<file path="src/rtl/core/imhq_pkg.sv">
// ----------------------------------------------------------------------------
// imhq_pkg
// Shared types and constants for the indexed max-heap queue: command and
// status codes, the cell row control word and the result beat layout.
// ----------------------------------------------------------------------------
package imhq_pkg;

  localparam int ID_W         = 8;
  localparam int ID_COUNT     = 256;
  localparam int COUNT_W      = 9;
  localparam int STATUS_W     = 2;
  localparam int CAPACITY_DEF = 256;

  typedef enum logic {
    CMD_INSERT = 1'b0,
    CMD_POLL   = 1'b1
  } cmd_t;

  typedef enum logic [STATUS_W-1:0] {
    ST_OK    = 2'd0,
    ST_FULL  = 2'd1,
    ST_EMPTY = 2'd2,
    ST_DUP   = 2'd3
  } status_t;

  typedef enum logic [1:0] {
    OP_HOLD   = 2'd0,
    OP_INSERT = 2'd1,
    OP_POLL   = 2'd2
  } cell_op_t;

  // broadcast to every cell of the row
  typedef struct packed {
    cell_op_t          op;
    logic [ID_W-1:0]   id;
  } cell_ctrl_t;

  typedef struct packed {
    logic              is_empty;
    logic [COUNT_W-1:0] count;
    status_t           status;
    logic [ID_W-1:0]   out_id;
  } result_t;

endpackage

</file>
<file path="src/rtl/core/imhq_obuf.sv">
// ----------------------------------------------------------------------------
// imhq_obuf
// Result register with one skid slot, so a new command is taken while a
// result still waits at the output.
// ----------------------------------------------------------------------------
module imhq_obuf
  import imhq_pkg::*;
(
  input  logic    clk,
  input  logic    rst_n,
  input  logic    push,
  input  result_t push_data,
  output logic    push_ready,
  output logic    out_valid,
  input  logic    out_ready,
  output result_t out_data
);

  logic    out_valid_r;
  logic    out_valid_nxt;
  logic    skid_valid_r;
  logic    skid_valid_nxt;
  result_t out_data_r;
  result_t out_data_nxt;
  result_t skid_data_r;
  result_t skid_data_nxt;
  logic    pop;

  assign push_ready = !skid_valid_r;
  assign pop        = out_valid_r && out_ready;

  always_comb begin
    out_valid_nxt  = out_valid_r;
    skid_valid_nxt = skid_valid_r;
    out_data_nxt   = out_data_r;
    skid_data_nxt  = skid_data_r;
    if (pop) begin
      if (skid_valid_r) begin
        out_data_nxt   = skid_data_r;
        skid_valid_nxt = 1'b0;
      end else if (push) begin
        out_data_nxt   = push_data;
      end else begin
        out_valid_nxt  = 1'b0;
      end
    end else if (push) begin
      if (!out_valid_r) begin
        out_data_nxt   = push_data;
        out_valid_nxt  = 1'b1;
      end else begin
        skid_data_nxt  = push_data;
        skid_valid_nxt = 1'b1;
      end
    end
  end

  always_ff @(posedge clk) begin
    if (!rst_n) begin
      out_valid_r  <= 1'b0;
      skid_valid_r <= 1'b0;
    end else begin
      out_valid_r  <= out_valid_nxt;
      skid_valid_r <= skid_valid_nxt;
    end
  end

  always_ff @(posedge clk) begin
    out_data_r  <= out_data_nxt;
    skid_data_r <= skid_data_nxt;
  end

  assign out_valid = out_valid_r;
  assign out_data  = out_data_r;

  // the skid slot only fills behind a waiting result
  a_skid_behind_out: assert property (@(posedge clk) disable iff (!rst_n)
    skid_valid_r |-> out_valid_r)
    else $error("skid slot holds a result with the output register empty");

  // a waiting result is not replaced before it is taken
  a_out_held: assert property (@(posedge clk) disable iff (!rst_n)
    (out_valid_r && !out_ready) |=> (out_valid_r && out_data_r == $past(out_data_r)))
    else $error("stalled result changed");

endmodule

</file>
<file path="config.mk">
export PLATFORM = sky130hd
export DESIGN_NAME = imhq_obuf
export DESIGN_NICKNAME = d
export VERILOG_FILES = /design/src/rtl/core/imhq_pkg.sv /design/src/rtl/core/imhq_obuf.sv
export SDC_FILE = /design/constraint.sdc
export NUM_CORES = 1
export LEC_CHECK = 0
export ABC_CLOCK_PERIOD_IN_PS = 2300
export BUFFER_PORTS_ARGS = -buffer_cell sky130_fd_sc_hd__buf_2
export CORE_UTILIZATION = 50
export CTS_CLUSTER_SIZE = 10
export DETAILED_ROUTE_END_ITERATION = 7
export PLACE_DENSITY = 0.86
export SLEW_MARGIN = 20
export SYNTH_ARGS = -nofsm -noshare
export SYNTH_HDL_FRONTEND = slang
export SYNTH_SLANG_ARGS = --single-unit
export TNS_END_PERCENT = 30
</file>
<file path="constraint.sdc">
create_clock -name clk -period 2.3 [get_ports clk]
set_input_delay 0.345 -clock clk [delete_from_list [all_inputs] [get_ports clk]]
set_output_delay 0.345 -clock clk [all_outputs]
set_load 0.005 [all_outputs]
</file>
==> summary.txt <==
status: complete, no violations
Leak: 0.827 nW
# Max-Cap Violations: 0
width of the chip: 59.1 µm
share of cells above drive strength 1: 58.9%
initial antenna violation count: 0
post_cts resized: 0
Final Max Slew Viols: 0
vias in the first global route: 842
Final Power: 1.32 mW
die footprint: 3490 µm²
Seq/Total Area, Yosys: 76.1%
# Post-CTS Setup Buffers: 0
Initial Util: 53.0%
Syn Inst Count: 76
Synth area leaders: edfxtp_1 (74%), mux2_4 (18%), dfxtp_1 (2.5%)
drt initial violations: 18
Clock Sinks: 42
YS warnings: 0
antenna viol nets, final: 0
Power Density: 674 nW/µm²
Synth area leader: edfxtp_1
final hold vios: 0
most frequent cells in the layout: buf_2 (45), edfxtp_1 (40), mux2_4 (20), clkbuf_4 (5)
# fillers: 220
first-pass GRT wire length: 3.80 mm
GRT Total Usage: 15.5%
type of destination of the critical path: flop
Setup TNS: 0 ns
grt total ovfl: 0
CTS tree: yes
syn_area_per_cell: 21.5 µm²
Final GP Congestion: 0.677
maximum vdd drop: 0.436 mV
FF+latch count, synth: 42
commonest non-fill, non-tap cell in the layout: buf_2
Ports: 46
Clk Latency, worst-skew pair: 0.33 ns
post-synth cell types: 12
total CTS buffers: 5
Final Util: 63.6%
Inserted Diodes: 0
port bufs: 45
WL/cell: 13.6 µm
Final Skew: 0.00602 ns
Synth Net Count: 100
core region area: 3080 µm²
CP required: 2.34 ns
RSZ-0062 raised after global routing: no
DR DRC count: 0
data arrival time of the critical path: 1.73 ns
Worst Hold Class: in2reg
setup violators final: 0
Rel. slew slack: 58.7%
die height: 59.1 µm
WL final: 2.36 mm
CTS root buffer: clkbuf_4
FMAX: 0.594 GHz
Least-Margin Pin Slew: 0.620 ns
final worst path period need: 1.68 ns
Area Overhead vs Synth: 20.0%
final period utilization: 73.1%
cts-stage hold buffer count: 0
via density per instance: 4.84
critical path peak fanout: 11
final HPWL from detailed placement: 1.71 mm
Worst-path clk slew: 0.11 ns
row cnt: 20
Setup CP Type: reg2reg
routed vias: 838
drt first pass iters: 3
Worst setup SP type: flop
Post-Syn Area: 1630 µm²
largest net degree at the start of global routing: 21
Clock Path Buffers: 2
post-synth top area share: 73.7%
# nets final: 152
CTS HTree Levels: 2
[cells in the mapped netlist]
master,count
edfxtp_1,40
inv_1,2
buf_6,2
nand2_1,2
nand3_2,1
o21a_1,1
a21oi_1,3
mux2_4,20
a21boi_0,1
dfxtp_1,2
nor2_1,1
and3_2,1
[final timing paths]
check	end	from	slack (ns)	depth (start not counted)
worst max-delay path	out_data[10]	out_valid	0.62	3
worst min-delay path	skid_data_r[14]	push_data[14]	0.20	1
worst max register to register	out_data[10]	out_valid	0.62	3
worst min register to register	out_data[14]	skid_data_r[14]	0.57	1
[through the flow]
step	area [µm²]	instances	hold slack, ns	worst slack [ns]
after detailed placement	1910	165	0.534	0.610
after floorplan	1630	76	0.444	0.356
final	1960	173	0.202	0.618
after global placement	1910	165	0.525	0.722
after CTS	1960	173	0.191	0.592
after global routing	1960	173	0.173	0.503
[where the power goes]
group	internal, mW	leakage, nW	switching [mW]
sequential	0.877	0.392	0.0106
combinational	0.0617	0.405	0.0481
clock	0.115	0.0297	0.207
[layer usage]
metal	GRT usage (%)	vias up	wire length (µm)
met5	0	-	0
met4	8.50	0	42
met3	5.24	7	103
met2	25.6	27	1260
met1	17.8	402	950
li1	-	402	-
[kinds of logic after synthesis]
kind of cell           after synthesis  synth area share (%)
AND/OR/NAND/NOR                      5                  1.77
multiplexers                        20                  18.4
AO/OA/AOI/OAI                        5                  1.84
buffers and inverters                4                  1.84
flip-flops                          42                  76.1
[worst max-delay path: stages, from the launching register on]
cell     delay, ns
dfxtp_1       0.48
a21oi_1       0.13
a21oi_2       0.48
buf_4         0.30
[area by class of cell]
class	count	area, µm²	area share, %
clock buffer	6	41.3	2.11
multi-input combinational	30	363	18.5
timing repair buffer	47	240	12.3
inverter	2	7.51	0.384
clock inverter	2	8.76	0.448
tap	44	55.1	2.81
sequential	42	1240	63.4
[registers in the layout, summed over array words and instances (netlist names)]
register and flops:
out_data 20, out_valid 1, skid_data_r 20, skid_valid_r 1
Power figures use the tool's default switching activity.
