--- src/rtl/core/imhq_pkg.sv ---
// ----------------------------------------------------------------------------
// imhq_pkg
// Shared types and constants for the indexed max-heap queue: command and
// status codes, the cell row control word and the result beat layout.
// ----------------------------------------------------------------------------
package imhq_pkg;

  localparam int ID_W         = 8;
  localparam int ID_COUNT     = 256;
  localparam int COUNT_W      = 9;
  localparam int STATUS_W     = 2;
  localparam int CAPACITY_DEF = 256;

  typedef enum logic {
    CMD_INSERT = 1'b0,
    CMD_POLL   = 1'b1
  } cmd_t;

  typedef enum logic [STATUS_W-1:0] {
    ST_OK    = 2'd0,
    ST_FULL  = 2'd1,
    ST_EMPTY = 2'd2,
    ST_DUP   = 2'd3
  } status_t;

  typedef enum logic [1:0] {
    OP_HOLD   = 2'd0,
    OP_INSERT = 2'd1,
    OP_POLL   = 2'd2
  } cell_op_t;

  // broadcast to every cell of the row
  typedef struct packed {
    cell_op_t          op;
    logic [ID_W-1:0]   id;
  } cell_ctrl_t;

  typedef struct packed {
    logic              is_empty;
    logic [COUNT_W-1:0] count;
    status_t           status;
    logic [ID_W-1:0]   out_id;
  } result_t;

endpackage

--- src/rtl/core/imhq_map.sv ---
// ----------------------------------------------------------------------------
// imhq_map
// Presence flag per id, cleared at reset; answers whether an id is held.
// ----------------------------------------------------------------------------
module imhq_map
  import imhq_pkg::*;
(
  input  logic            clk,
  input  logic            rst_n,
  input  logic [ID_W-1:0] rd_id,
  output logic            rd_hit,
  input  logic            set_en,
  input  logic [ID_W-1:0] set_id,
  input  logic            clr_en,
  input  logic [ID_W-1:0] clr_id
);

  logic [ID_COUNT-1:0] present_r;
  logic [ID_COUNT-1:0] present_nxt;

  assign rd_hit = present_r[rd_id];

  always_comb begin
    present_nxt = present_r;
    if (set_en) begin
      present_nxt[set_id] = 1'b1;
    end
    if (clr_en) begin
      present_nxt[clr_id] = 1'b0;
    end
  end

  always_ff @(posedge clk) begin
    if (!rst_n) begin
      present_r <= '0;
    end else begin
      present_r <= present_nxt;
    end
  end

endmodule

--- config.mk ---
export PLATFORM = sky130hd
export DESIGN_NAME = imhq_map
export DESIGN_NICKNAME = d
export VERILOG_FILES = /design/src/rtl/core/imhq_pkg.sv /design/src/rtl/core/imhq_map.sv
export SDC_FILE = /design/constraint.sdc
export NUM_CORES = 1
export LEC_CHECK = 0
export BUFFER_PORTS_ARGS = -buffer_cell sky130_fd_sc_hd__buf_2
export CAP_MARGIN = 0
export CORE_ASPECT_RATIO = 0.7
export CORE_MARGIN = 5
export CORE_UTILIZATION = 40
export CTS_CLUSTER_DIAMETER = 60
export DETAILED_ROUTE_END_ITERATION = 10
export GPL_ROUTABILITY_DRIVEN = 0
export GPL_TIMING_DRIVEN = 0
export PLACE_DENSITY = 0.59
export SLEW_MARGIN = 20
export SYNTH_ARGS = -nofsm -noshare
export SYNTH_HDL_FRONTEND = slang
export SYNTH_SLANG_ARGS = --single-unit
--- constraint.sdc ---
create_clock -name clk -period 4.75 [get_ports clk]
set_input_delay 0.475 -clock clk [delete_from_list [all_inputs] [get_ports clk]]
set_output_delay 0.475 -clock clk [all_outputs]
set_load 0.05 [all_outputs]
==> impl.org <==
** Global routing
- Total grt overflow :: 0
- Wire length of the first global-routing pass :: 72,200 um
- Number of global-route vias before repair :: 10,700
- The initial antenna violation count is 1.
- Overall track demand over capacity in global routing :: 29.0%
- Entering global routing, the biggest net connects 15 pins.

** Hold path
- Counting instances, the worst hold path has a depth of 3.
- Type of the tightest min-delay check :: input port to register

** Critical path
- Data required time at the worst endpoint :: 4.28 ns
- Number of cells traversed by the worst register-to-register path :: 1
- The slowest stage of the critical path belongs to the cell sky130_fd_sc_hd__a2111oi_0.
- Setup Crit Path Kind :: input port to output pin
- STA classifies the critical path endpoint as an output pin.
- Worst-path maximum fanout :: 10
- Data on the critical path arrives at its endpoint at 3.67 ns.
- Maximum cell stage delay along the critical path :: 0.71 ns
- Kind of start point of the critical path :: input port
- Most frequent CP cell :: sky130_fd_sc_hd__buf_2
- Traced cell by cell, the critical path runs through buf_2, buf_6, buf_4, nand3_1, clkbuf_1, o22ai_1, nor2_1, nand2_1, a221oi_1, a2111oi_0, o31a_1, buf_2.

** Synthesis
- sky130_fd_sc_hd__dfxtp_1 takes more of the synthesized area than any other cell.
- During synthesis, Yosys emitted a total of 0 warnings.
- Share of synthesized area occupied by flip-flops and latches :: 43.2%
- Main combinational cell family by area after synthesis :: compound AO/OA/AOI/OAI gates
- Synthesized-area fraction occupied by xor and xnor cells :: 0%
- Top cells by area in the synthesized netlist :: sky130_fd_sc_hd__dfxtp_1, sky130_fd_sc_hd__o21ai_0, sky130_fd_sc_hd__a21oi_1, sky130_fd_sc_hd__nor2_1, sky130_fd_sc_hd__mux2i_1
- Multiplexer fraction of the synthesized cell area :: 12.1%
- Synthesized-area fraction occupied by adder cells :: 0%
- Mapped cell area :: 0.0119 mm^2
- Summing the areas of all and, or, nand and nor instances in the mapped netlist gives 15.2% of the synthesized area.
- Post-synthesis register bit count :: 256
- Top-area cell type share of the netlist area :: 43.2%
- In the synthesized netlist, the number of instances is 1,482.
- The number of nets in the synthesized netlist is 1,510.
- The synthesized netlist devotes 24.7% of its cell area to compound gates.
- Synthesis instantiated 41 different standard cells from the library.
- Synthesized area per cell :: 8.01 um^2

** Drt
- The first detailed-routing pass ran for 6 iterations.
- Via count of the routed design :: 12,100
- Dividing the detail-routed wire length by the instance count gives 26.0 um.
- For this block, the initial DRC count from the detailed router was 1,954.
- Number of vias per cell :: 6.28
- For this block, the routed nets add up to 50,200 um of wire.
- In the routed design, unresolved DRC markers number 0.
- Final ANT Viol Nets :: 0

** Clock network
- TritonCTS built the clock tree.
- Buffers inserted to repair hold after CTS numbered 0.
- The clock reaches the later pin of the worst-skew pair after 0.54 ns.
- Clock transition at the registers of the reported paths :: 0.08 ns
- In this run, CTS created clock tree buffers numbering 25.
- H-Tree Level Count :: 1
- Clock root buffer :: sky130_fd_sc_hd__clkbuf_16
- After clock tree synthesis, the repair step resized 0 gates.
- Clock tree synthesis found a total of 256 sinks.
- Post-CTS setup repair buffer count :: 0
- Max Buffers Root-to-Sink :: 3

** Timing
- Count of pins over their slew limit :: 0
- For the pin with the worst max-slew slack, the measured transition is 1.26 ns.
- Setup violations remaining at the end of the flow were counted as 0.
- Subtracting the final worst setup slack from the clock period gives 4.14 ns.
- Fin worst setup slack :: 0.606 ns
- Headroom to the max-slew limit came out at 15.0%.
- Clock skew on the completed layout was measured at 0 ns.
- The count of final hold-check violations came to 0.
- Timing would allow up to 0.241 GHz.
- Setup repair after global routing left no endpoint under its margin.
- Summed negative setup slack over all endpoints :: 0 ns
- Share of the clock period used by the worst path after layout :: 87.2%

** Job
- Max-Cap Viols :: 0

** Cells and area
- present_r holds more flip-flops than any other register.
- The library cell used most frequently in the layout, excluding fill and tap cells, is sky130_fd_sc_hd__nor2_1.
- The count of cells in the finished layout, fillers not included, comes to 1,929.
- Post-synthesis to final-layout area growth :: 12.1%
- The register with the most flip-flops in the layout has 256 of them.
- Layout cell share with drive strength beyond 1 :: 7.22%
- The repair_antennas step left the layout with diodes totalling 0.
- The final layout contains 1,560 nets.
- The largest registers in the layout are present_r (256).
- The top cell types in the final layout, fill and taps aside, are sky130_fd_sc_hd__nor2_1, sky130_fd_sc_hd__o21ai_0, sky130_fd_sc_hd__a21oi_1, sky130_fd_sc_hd__dfxtp_1, sky130_fd_sc_hd__clkbuf_1.

** Power
- The worst-case IR drop observed on VDD is 0.000234 V.
- In this run the static leakage power is 0.00444 uW.
- Overall power consumption :: 4650 uW
- Per report_power, the clock group accounts for 45.2% of the total.
- Net switching power of the design :: 1220 uW
- The internal portion of the total power is 3430 uW.
- Share of total power in sequential cells :: 46.3%
- The share of total power dissipated in combinational logic is 8.5%.
- PD cells :: 350 mW/mm^2
- Sw frac :: 26.2%

** Floorplan
- The die covers 0.0333 mm^2.
- I/O pin total :: 29
- Die width :: 216 um
- Core ar. :: 0.0291 mm^2
- Initial cell density of the core :: 40.8%
- Placement row count :: 52
- Die Y :: 154 um

** Place
- The count of buffers added on input and output ports is 22.
- Once detailed placement completed, the half-perimeter wirelength came to 35,200 um.
- Including well taps, the total number of placed cells is 1,883.
- Pre-CTS setup slack :: 0.766 ns

** Run status
- The flow ran to the end, and the final reports show no timing, DRC or antenna violations.
worst paths after layout:
| check | slack [ns] | startpoint | end |
|---|---|---|---|
| min | 0.32 | rst_n | present_r[236]$_SDFF_PN0_ |
| min reg2reg | 0.48 | present_r[18]$_SDFF_PN0_ | present_r[18]$_SDFF_PN0_ |
| max reg2reg | 4.06 | present_r[228]$_SDFF_PN0_ | present_r[228]$_SDFF_PN0_ |
| max | 0.61 | rd_id[1] | rd_hit |
cells by family after synthesis:
logic type             count (synthesis)
AO/OA/AOI/OAI                        566
AND/OR/NAND/NOR                      429
multiplexers                          99
flip-flops                           256
buffers and inverters                132
through the flow:
step                util [%]  hold slack (ns)  cell area [um^2]
detailed placement      42.9            0.461             12500
global route            45.7            0.320             13300
floorplan                  -            0.443             11900
CTS                     45.7            0.305             13300
finish                  45.7            0.317             13300
global placement        42.8            0.454             12500
cells in the mapped netlist (all sizes together):
master	count
nor2	298
o21ai	263
a21oi	259
dfxtp	256
clkbuf	110
mux2i	64
nand2	42
mux4	33
nand3	24
o22ai	21
buf	17
nand4	12
nor2b	12
nor3	12
and2	10
a221oi	6
nand2b	6
nor4	6
inv	5
nand3b	4
a22oi	3
a2111oi	2
a311oi	2
mux2	2
o211ai	2
o21a	2
a211oi	1
a31oi	1
a32oi	1
nand4b	1
o221a	1
o31a	1
o41ai	1
or3b	1
or4	1
worst max-delay path: cells and delay by family:
| kind | cells | cell delay (ns) |
|---|---|---|
| compound gates | 4 | 1.35 |
| buf+inv | 5 | 1.43 |
| simple gates | 3 | 0.39 |
power groups by stage:
stage	Clock (uW)	Sequential [uW]	Combinational [uW]
after CTS	2100	2150	375
after detailed placement	0	2200	374
after global routing	2190	2150	410
final	2100	2150	395
after global placement	0	2200	371
after floorplan	0	2200	221
final cells by class:
type,count,area (um^2)
Fill cell,2975,15800
Multi-Input combinational cell,1094,6180
Sequential cell,256,5120
Clock buffer,34,689
Buffer,127,558
Tap cell,378,473
Clock inverter,12,144
Timing Repair Buffer,23,115
Inverter,5,18.8
per-layer routing:
layer	vias to the layer above	GRT usage (%)	part of all wire (%)
met5	-	0	0.014
met4	2	5.91	2.3
met3	94	12.9	17
met2	827	37.7	37
met1	5832	43.6	44
li1	5367	-	-
Note: power is estimated with default switching activity, not from simulation.
