File: config.mk
export PLATFORM = sky130hd
export DESIGN_NAME = imhq_cell
export DESIGN_NICKNAME = d
export VERILOG_FILES = /design/src/rtl/core/imhq_pkg.sv /design/src/rtl/core/imhq_cell.sv
export SDC_FILE = /design/constraint.sdc
export NUM_CORES = 1
export LEC_CHECK = 0
export CAP_MARGIN = 20
export CORE_MARGIN = 4
export CORE_UTILIZATION = 41
export CTS_BUF_LIST = sky130_fd_sc_hd__clkbuf_8
export DETAILED_ROUTE_END_ITERATION = 8
export DONT_BUFFER_PORTS = 1
export PLACE_DENSITY = 0.63
export SYNTH_ARGS = -nofsm -noshare
export SYNTH_HDL_FRONTEND = slang
export SYNTH_SLANG_ARGS = --single-unit
File: constraint.sdc
create_clock -name clk -period 3.44 [get_ports clk]
set_clock_uncertainty 0.05 [all_clocks]
set_input_delay 0.172 -clock clk [delete_from_list [all_inputs] [get_ports clk]]
set_output_delay 0.172 -clock clk [all_outputs]
set_load 0.01 [all_outputs]
File: src/rtl/core/imhq_pkg.sv
// ----------------------------------------------------------------------------
// imhq_pkg
// Shared types and constants for the indexed max-heap queue: command and
// status codes, the cell row control word and the result beat layout.
// ----------------------------------------------------------------------------
package imhq_pkg;

  localparam int ID_W         = 8;
  localparam int ID_COUNT     = 256;
  localparam int COUNT_W      = 9;
  localparam int STATUS_W     = 2;
  localparam int CAPACITY_DEF = 256;

  typedef enum logic {
    CMD_INSERT = 1'b0,
    CMD_POLL   = 1'b1
  } cmd_t;

  typedef enum logic [STATUS_W-1:0] {
    ST_OK    = 2'd0,
    ST_FULL  = 2'd1,
    ST_EMPTY = 2'd2,
    ST_DUP   = 2'd3
  } status_t;

  typedef enum logic [1:0] {
    OP_HOLD   = 2'd0,
    OP_INSERT = 2'd1,
    OP_POLL   = 2'd2
  } cell_op_t;

  // broadcast to every cell of the row
  typedef struct packed {
    cell_op_t          op;
    logic [ID_W-1:0]   id;
  } cell_ctrl_t;

  typedef struct packed {
    logic              is_empty;
    logic [COUNT_W-1:0] count;
    status_t           status;
    logic [ID_W-1:0]   out_id;
  } result_t;

endpackage

File: src/rtl/core/imhq_cell.sv
// ----------------------------------------------------------------------------
// imhq_cell
// One slot of the sorted id row. Keeps its id, takes the new id, or takes
// the id of the neighbor above (insert) or below (poll).
// ----------------------------------------------------------------------------
module imhq_cell
  import imhq_pkg::*;
(
  input  logic            clk,
  input  logic            rst_n,
  input  cell_ctrl_t      ctrl,
  input  logic            up_gt,
  input  logic [ID_W-1:0] up_key,
  input  logic            up_valid,
  input  logic [ID_W-1:0] dn_key,
  input  logic            dn_valid,
  output logic [ID_W-1:0] key,
  output logic            valid,
  output logic            gt
);

  logic [ID_W-1:0] key_r;
  logic [ID_W-1:0] key_nxt;
  logic            valid_r;
  logic            valid_nxt;

  // held id outranks the incoming one: stay put
  assign gt = valid_r && (key_r > ctrl.id);

  always_comb begin
    key_nxt   = key_r;
    valid_nxt = valid_r;
    case (ctrl.op)
      OP_INSERT: begin
        if (gt) begin
          key_nxt   = key_r;
          valid_nxt = valid_r;
        end else if (up_gt) begin
          key_nxt   = ctrl.id;
          valid_nxt = 1'b1;
        end else begin
          key_nxt   = up_key;
          valid_nxt = up_valid;
        end
      end
      OP_POLL: begin
        key_nxt   = dn_key;
        valid_nxt = dn_valid;
      end
      default: begin
        key_nxt   = key_r;
        valid_nxt = valid_r;
      end
    endcase
  end

  always_ff @(posedge clk) begin
    if (!rst_n) begin
      valid_r <= 1'b0;
    end else begin
      valid_r <= valid_nxt;
    end
  end

  always_ff @(posedge clk) begin
    key_r <= key_nxt;
  end

  assign key   = key_r;
  assign valid = valid_r;

endmodule

==> flow_metrics.env, run 1 <==
export IMPL_status="complete, no violations"
export IMPL_coreArea_um2=1580
export IMPL_avgSynthCellArea_um2=9.64
export IMPL_initial_core_util_pct=45.2
export IMPL_synth_nets=113
export IMPL_cts_hold_buf=0
export IMPL_worst_pin_slew_ns=0.736
export IMPL_fp_row_count=14
export IMPL_first_iter_violations=9
export IMPL_antenna_found_initial=0
export IMPL_fin_tns_setup_ns=0
export IMPL_yosysUniqueCellTypes=22
export IMPL_clock_root_buffer="clkbuf_8"
export IMPL_gp_congestion=0.714
export IMPL_post_cts_buffers=0
export IMPL_r2r_start="key[1]$_DFFE_PP_"
export IMPL_rr_worst_depth=6
export IMPL_die_area_um2=2470
export IMPL_synthTopCellsByCount="o21ai_0, nand2_1, mux2i_1"
export IMPL_ys_ff_latch=9
export IMPL_fill_cells=159
export IMPL_synthXorXnorAreaFrac_pct=0
export IMPL_reg2reg_to="key[0]$_DFFE_PP_"
export IMPL_critPathKind="flip-flop to flip-flop"
export IMPL_finalNetCount=116
export IMPL_syn_inst=74
export IMPL_cp_data_required_time_ns=3.24
export IMPL_viasPerCell=5.65
export IMPL_cts_resized=0
export IMPL_synth_top_flop_cell="edfxtp_1"
export IMPL_period_minus_slack_ns=2.46
export IMPL_ir_worst_vdd_mv=0.188
export IMPL_cts_sinks=9
export IMPL_cp_max_fo=8
export IMPL_yosysSeqAreaShare_pct=36.5
export IMPL_routed_wirelength_um=1460
export IMPL_io_buffer_count=0
export IMPL_min_to="valid$_SDFFE_PN0P_"
export IMPL_crit_path_end_kind="flip-flop"
export IMPL_clk_latency_ns=0.23
export IMPL_leakage_nw=0.343
export IMPL_ys_warn_count=0
export IMPL_rrSetupSlack_ns=0.98
export IMPL_synth_top_family_by_area="compound AO/OA/AOI/OAI gates"
export IMPL_synth_most_common_cell="o21ai_0"
export IMPL_synth_edf_count=8
export IMPL_grt_setup_unrepaired="false"
export IMPL_start_kind="flip-flop"
export IMPL_hold_viol_final=0
export IMPL_synth_fa_ha_area_share_pct=14.0
export IMPL_drive_gt1_share_pct=10.5
export IMPL_cp_data_arrival_time_ns=2.27
export IMPL_p_per_area_nw_per_um2=414
export IMPL_syn_cell_area_um2=713
export IMPL_path_clk_slew_ns=0.05
export IMPL_synth_compound_area_share_pct=16.0
export IMPL_synth_top_cells_by_area="edfxtp_1, ha_1, mux2i_1"
export IMPL_hold_class="input port to flip-flop"
export IMPL_fin_crit_sh_pct=71.6
export IMPL_multi_input_area_um2=408
export IMPL_area_growth_pct=8.07
export IMPL_firstDrtPassIters=4
export IMPL_grt_pass1_vias=538
export IMPL_vias=520
export IMPL_yosys_area_share_simple_pct=13.0
export IMPL_diodes=0
export IMPL_cts_buffers_inserted=3
export IMPL_dieWidth_um=49.7
export IMPL_ios=41
export IMPL_cts_tree="built"
export IMPL_grt_pass1_wl_um=2460
export IMPL_yosysTopAreaCell="edfxtp_1"
export IMPL_drc=0
export IMPL_critPathLaunch="key[1]$_DFFE_PP_"
export IMPL_async_flop_share_pct=0
export IMPL_gr_total_overflow=0
export IMPL_relSlewSlack_pct=50.8
export IMPL_synth_mux_area_share_pct=14.2
export IMPL_final_core_util_pct=48.9
export IMPL_grt_usage_pct=12.9
export IMPL_die_height_um=49.7
export IMPL_hpwl_um=1170
export IMPL_slew_violations=0
export IMPL_grt_max_degree=21
export IMPL_register_area_um2=260
export IMPL_cap_violations=0
export IMPL_netlist_area_leader_share_pct=33.7
export IMPL_wl_per_cell_um=15.9
export IMPL_finalSetupViolCount=0
export IMPL_fmax_ghz=0.406
export IMPL_hp_start="rst_n"
export IMPL_antenna_left=0
export IMPL_clockBufferDepth=2
export IMPL_htree_levels=1
export IMPL_whs_path_depth=2
==> critical path: stages, from the launching register on <==
cell      delay (ns)
edfxtp_1        0.44
ha_1            0.32
nor2b_4         0.13
o211ai_2        0.12
a21oi_1         0.08
o31a_1          0.32
o21bai_1        0.63
==> cells by family after synthesis <==
family,after synthesis
AO/OA/AOI/OAI,18
adder cells (fa/ha/maj),8
buffers and inverters,11
flip-flops,9
multiplexers,10
AND/OR/NAND/NOR,18
==> per-layer routing <==
layer	global-route usage, %	wire length, µm
met1	14.4	581
met2	20.5	691
met3	5.72	169
met4	6.91	21
met5	0	0
==> state kept, by name (all words and copies together) (netlist names) <==
signal and cells:
key 8, valid 1
==> worst max path at each step <==
stage	end	slack, ns	cells after the start
6_report	key[0]$_DFFE_PP_	0.98	6
5_1_grt	key[1]$_DFFE_PP_	0.76	6
3_3_place_gp	key[4]$_DFFE_PP_	0.98	6
4_1_cts	key[4]$_DFFE_PP_	0.92	6
2_1_floorplan	key[0]$_DFFE_PP_	1.20	6
3_5_place_dp	key[4]$_DFFE_PP_	0.92	6
==> layout make-up <==
type / count / area share [%]
inverter: 8 / 3.90
clock buffer: 3 / 5.36
tap: 16 / 2.60
clock inverter: 1 / 0.487
multi-input combinational: 54 / 52.9
sequential: 9 / 33.8
timing repair buffer: 1 / 0.974
==> where the power goes <==
group,internal (W),switching [W]
clock,0.0000776,0.0000402
combinational,0.0000280,0.0000284
sequential,0.000133,0.0000116
total,0.000239,0.0000802
==> metrics by stage <==
step / cell area [µm²] / setup WS (ns) / hold slack (ns) / instances / total power [W]
3_5_place_dp: 726 / 0.917 / 0.280 / 88 / 0.000204
6_report: 771 / 0.976 / 0.0372 / 92 / 0.000319
5_1_grt: 771 / 0.758 / 0.0503 / 92 / 0.000340
3_3_place_gp: 726 / 0.983 / 0.278 / 88 / 0.000203
2_1_floorplan: 713 / 1.20 / 0.265 / 74 / 0.000194
4_1_cts: 771 / 0.922 / 0.0373 / 92 / 0.000324
==> layout by cell type (no fill, tap or decap), drive strengths merged, types with 2 or more instances in the layout <==
cell and count:
mux2i 9, nand2 10, nor2b 2, o21ai 11, ha 8, a21oi 2, clkbuf 3, nor2 2
nand4 2, inv 9, edfxtp 8
Note: power is estimated with default switching activity, not from simulation.
==> inputs of run 2 (changes only) <==
--- a/config.mk
+++ b/config.mk
@@ -5,6 +5,7 @@
 export SDC_FILE = /design/constraint.sdc
 export NUM_CORES = 1
 export LEC_CHECK = 0
+export ABC_AREA = 1
 export CAP_MARGIN = 20
 export CORE_MARGIN = 4
 export CORE_UTILIZATION = 41
==> constraint.sdc (replaced) <==
create_clock -name clk -period 2.3 [get_ports clk]
set_clock_uncertainty 0.05 [all_clocks]
set_input_delay 0.115 -clock clk [delete_from_list [all_inputs] [get_ports clk]]
set_output_delay 0.115 -clock clk [all_outputs]
set_load 0.01 [all_outputs]
==> run 2 against run 1 <==
Net effect:
- sequential power grew 49%
- clock power is 52% higher
- maximum frequency is 29% higher
- synthesized cell count grew 32%
- final area up 5.0%
- global-route usage increased by 0.84 points
- critical path type unchanged
==> flow_metrics.env, run 2 <==
export IMPL_finalSetupViolCount=0
export IMPL_synth_nets=137
export IMPL_clockBufferDepth=2
export IMPL_crit_chain="ha_1 -> a21oi_1 -> nand2_1 -> nand2_1 -> nand2_1 -> nand2_2 -> nand2_2 -> nand2_1"
export IMPL_synth_most_common_cell="nand2_1"
export IMPL_leakage_nw=0.406
export IMPL_p_per_area_nw_per_um2=603
export IMPL_slew_violations=0
export IMPL_routed_wirelength_um=1600
export IMPL_syn_inst=98
export IMPL_cp_max_fo=8
export IMPL_power_frac_seq_pct=44.1
export IMPL_crit_slowest_cell="edfxtp_1"
export IMPL_coreArea_um2=1730
export IMPL_area_growth_pct=8.74
export IMPL_critPathKind="flip-flop to flip-flop"
export IMPL_cp_data_required_time_ns=2.14
export IMPL_firstDrtPassIters=4
export IMPL_clkPwrFrac_pct=36.7
export IMPL_cts_buffers_inserted=3
export IMPL_synth_edf_count=8
export IMPL_yosysSeqAreaShare_pct=35.0
export IMPL_globalRouteMet3Util_pct=4.45
export IMPL_intPower_w=0.000353
export IMPL_fp_row_count=15
export IMPL_worst_pin_slew_ns=0.360
export IMPL_cp_num_buf_inv=0
export IMPL_start_kind="flip-flop"
export IMPL_drc=0
export IMPL_worst_path_most_repeated_cell="nand2_1"
export IMPL_gr_total_overflow=0
export IMPL_final_cell_mix="nand2_1, inv_1, ha_1, edfxtp_1"
export IMPL_vias=616
export IMPL_max_stage_delay_ns=0.44
export IMPL_crit_family="simple AND/OR/NAND/NOR gates"
export IMPL_fin_tns_setup_ns=0
export IMPL_synthTopCellsByCount="nand2_1, inv_1, edfxtp_1, ha_1"
export IMPL_die_height_um=50.6
export IMPL_ys_ff_latch=9
export IMPL_cts_sinks=9
export IMPL_first_iter_violations=4
export IMPL_dieWidth_um=50.6
export IMPL_use_met1_pct=16.9
export IMPL_htree_levels=1
export IMPL_clk_latency_ns=0.23
export IMPL_viasPerCell=4.93
export IMPL_crit_path_end_kind="flip-flop"
export IMPL_io_buffer_count=0
export IMPL_synth_top_flop_cell="edfxtp_1"
export IMPL_avgSynthCellArea_um2=7.60
export IMPL_ir_worst_vdd_mv=0.276
export IMPL_sw_frac_of_total_pct=27.7
export IMPL_async_flop_share_pct=0
export IMPL_register_area_um2=260
export IMPL_cts_tree="built"
export IMPL_pre_cts_slack_ns=0.379
export IMPL_largest_register_ffs=8
export IMPL_grt_pass1_wl_um=2670
export IMPL_multi_input_area_um2=400
export IMPL_yosysUniqueCellTypes=21
export IMPL_antenna_left=0
export IMPL_drive_gt1_share_pct=9.00
export IMPL_hold_viol_final=0
export IMPL_ios=41
export IMPL_grt_usage_pct=13.8
export IMPL_initial_core_util_pct=43.1
export IMPL_wl_per_cell_um=12.8
export IMPL_status="complete, no violations"
export IMPL_hpwl_um=1300
export IMPL_rrSetupSlack_ns=0.40
export IMPL_netlist_area_leader_share_pct=32.3
export IMPL_clock_root_buffer="clkbuf_8"
export IMPL_grt_max_degree=16
export IMPL_combPwrFrac_pct=19.2
export IMPL_fmax_ghz=0.525
export IMPL_yosysTopAreaCell="edfxtp_1"
export IMPL_path_clk_slew_ns=0.05
export IMPL_p_sw_w=0.000135
export IMPL_syn_cell_area_um2=744
export IMPL_layout_commonest_cell="nand2_1"
export IMPL_top_usage_layer="met2"
export IMPL_cp_data_arrival_time_ns=1.75
export IMPL_antenna_found_initial=0
export IMPL_finalNetCount=140
export IMPL_hold_class="input port to flip-flop"
export IMPL_grt_setup_unrepaired="false"
export IMPL_diodes=0
export IMPL_whs_ns=0.0507
export IMPL_period_minus_slack_ns=1.90
export IMPL_grt_use_met2_pct=21.5
export IMPL_grt_pass1_vias=607
export IMPL_ys_warn_count=0
export IMPL_synth_top_cells_by_area="edfxtp_1, nand2_1, ha_1"
export IMPL_relSlewSlack_pct=76.0
export IMPL_cts_resized=0
export IMPL_cap_violations=0
export IMPL_post_cts_buffers=0
export IMPL_fill_cells=206
export IMPL_die_area_um2=2560
export IMPL_fin_crit_sh_pct=82.8
export IMPL_gp_congestion=0.722
export IMPL_setup_ws_ns=0.396
==> run 2: cell types whose count changed in the layout (fill, tap and decap cells not counted), sizes merged, moves of 3 or more <==
cell	before	now
a21oi	2	5
nand2	10	31
nand3	0	8
nor2	2	8
mux2i	9	0
inv	9	16
o21ai	11	2
o211ai	1	6
==> run 2: cell families after synthesis <==
group,share of synthesized area [%]
and+or+nand+nor,27.7
buffers and inverters,11.3
AOI/OAI and AO/OA,12.6
DFF,35.0
adders and majority gates,13.4
==> run 2: final timing paths <==
path,to,depth (start not counted),startpoint
hold / removal,key[5]$_DFFE_PP_,2,ctrl[9]
setup / recovery,key[1]$_DFFE_PP_,8,key[3]$_DFFE_PP_
hold reg to reg,valid$_SDFFE_PN0P_,4,valid$_SDFFE_PN0P_
setup reg to reg,key[1]$_DFFE_PP_,8,key[3]$_DFFE_PP_
==> run 2: what timing repair did <==
action,4_1_cts,5_1_grt
endpoints found under the hold margin,1,0
endpoints found under the setup margin,0,0
hold buffers,1,0
==> run 2: power groups by stage <==
stage | Clock, W | Sequential (W) | Combinational [W]
floorplan | 0 | 0.000216 | 0.0000842
global placement | 0 | 0.000219 | 0.0000913
detailed placement | 0 | 0.000219 | 0.0000936
CTS | 0.000186 | 0.000216 | 0.0000954
global route | 0.000191 | 0.000218 | 0.000114
finish | 0.000179 | 0.000216 | 0.0000938
==> run 2: routing by layer <==
layer,vias up,part of all wire (%)
met3,2,9.6
met2,28,48
met5,-,0
li1,326,-
met1,260,41
met4,0,1.0
==> run 2: cell type report <==
type                            count  area share (%)
Multi-Input combinational cell     70            49.5
Inverter                           16            7.73
Timing Repair Buffer                1            1.24
Sequential cell                     9            32.1
Tap cell                           25            3.86
Clock inverter                      1           0.464
Clock buffer                        3            5.10
==> run 2: metrics by stage <==
stage / area (µm²) / std cells / total power, W / util [%]
detailed placement: 754 / 120 / 0.000313 / 43.7
global placement: 754 / 120 / 0.000310 / 43.7
CTS: 810 / 125 / 0.000498 / 46.9
finish: 810 / 125 / 0.000488 / 46.9
floorplan: 744 / 98 / 0.000300 / -
global route: 810 / 125 / 0.000523 / 46.9
==> run 2: worst register-to-register path, delay by kind of cell (launching register included) <==
kind | cells | cell delay (ns)
compound gates | 1 | 0.16
fa+ha+maj | 1 | 0.32
flops | 1 | 0.44
simple gates | 6 | 0.59
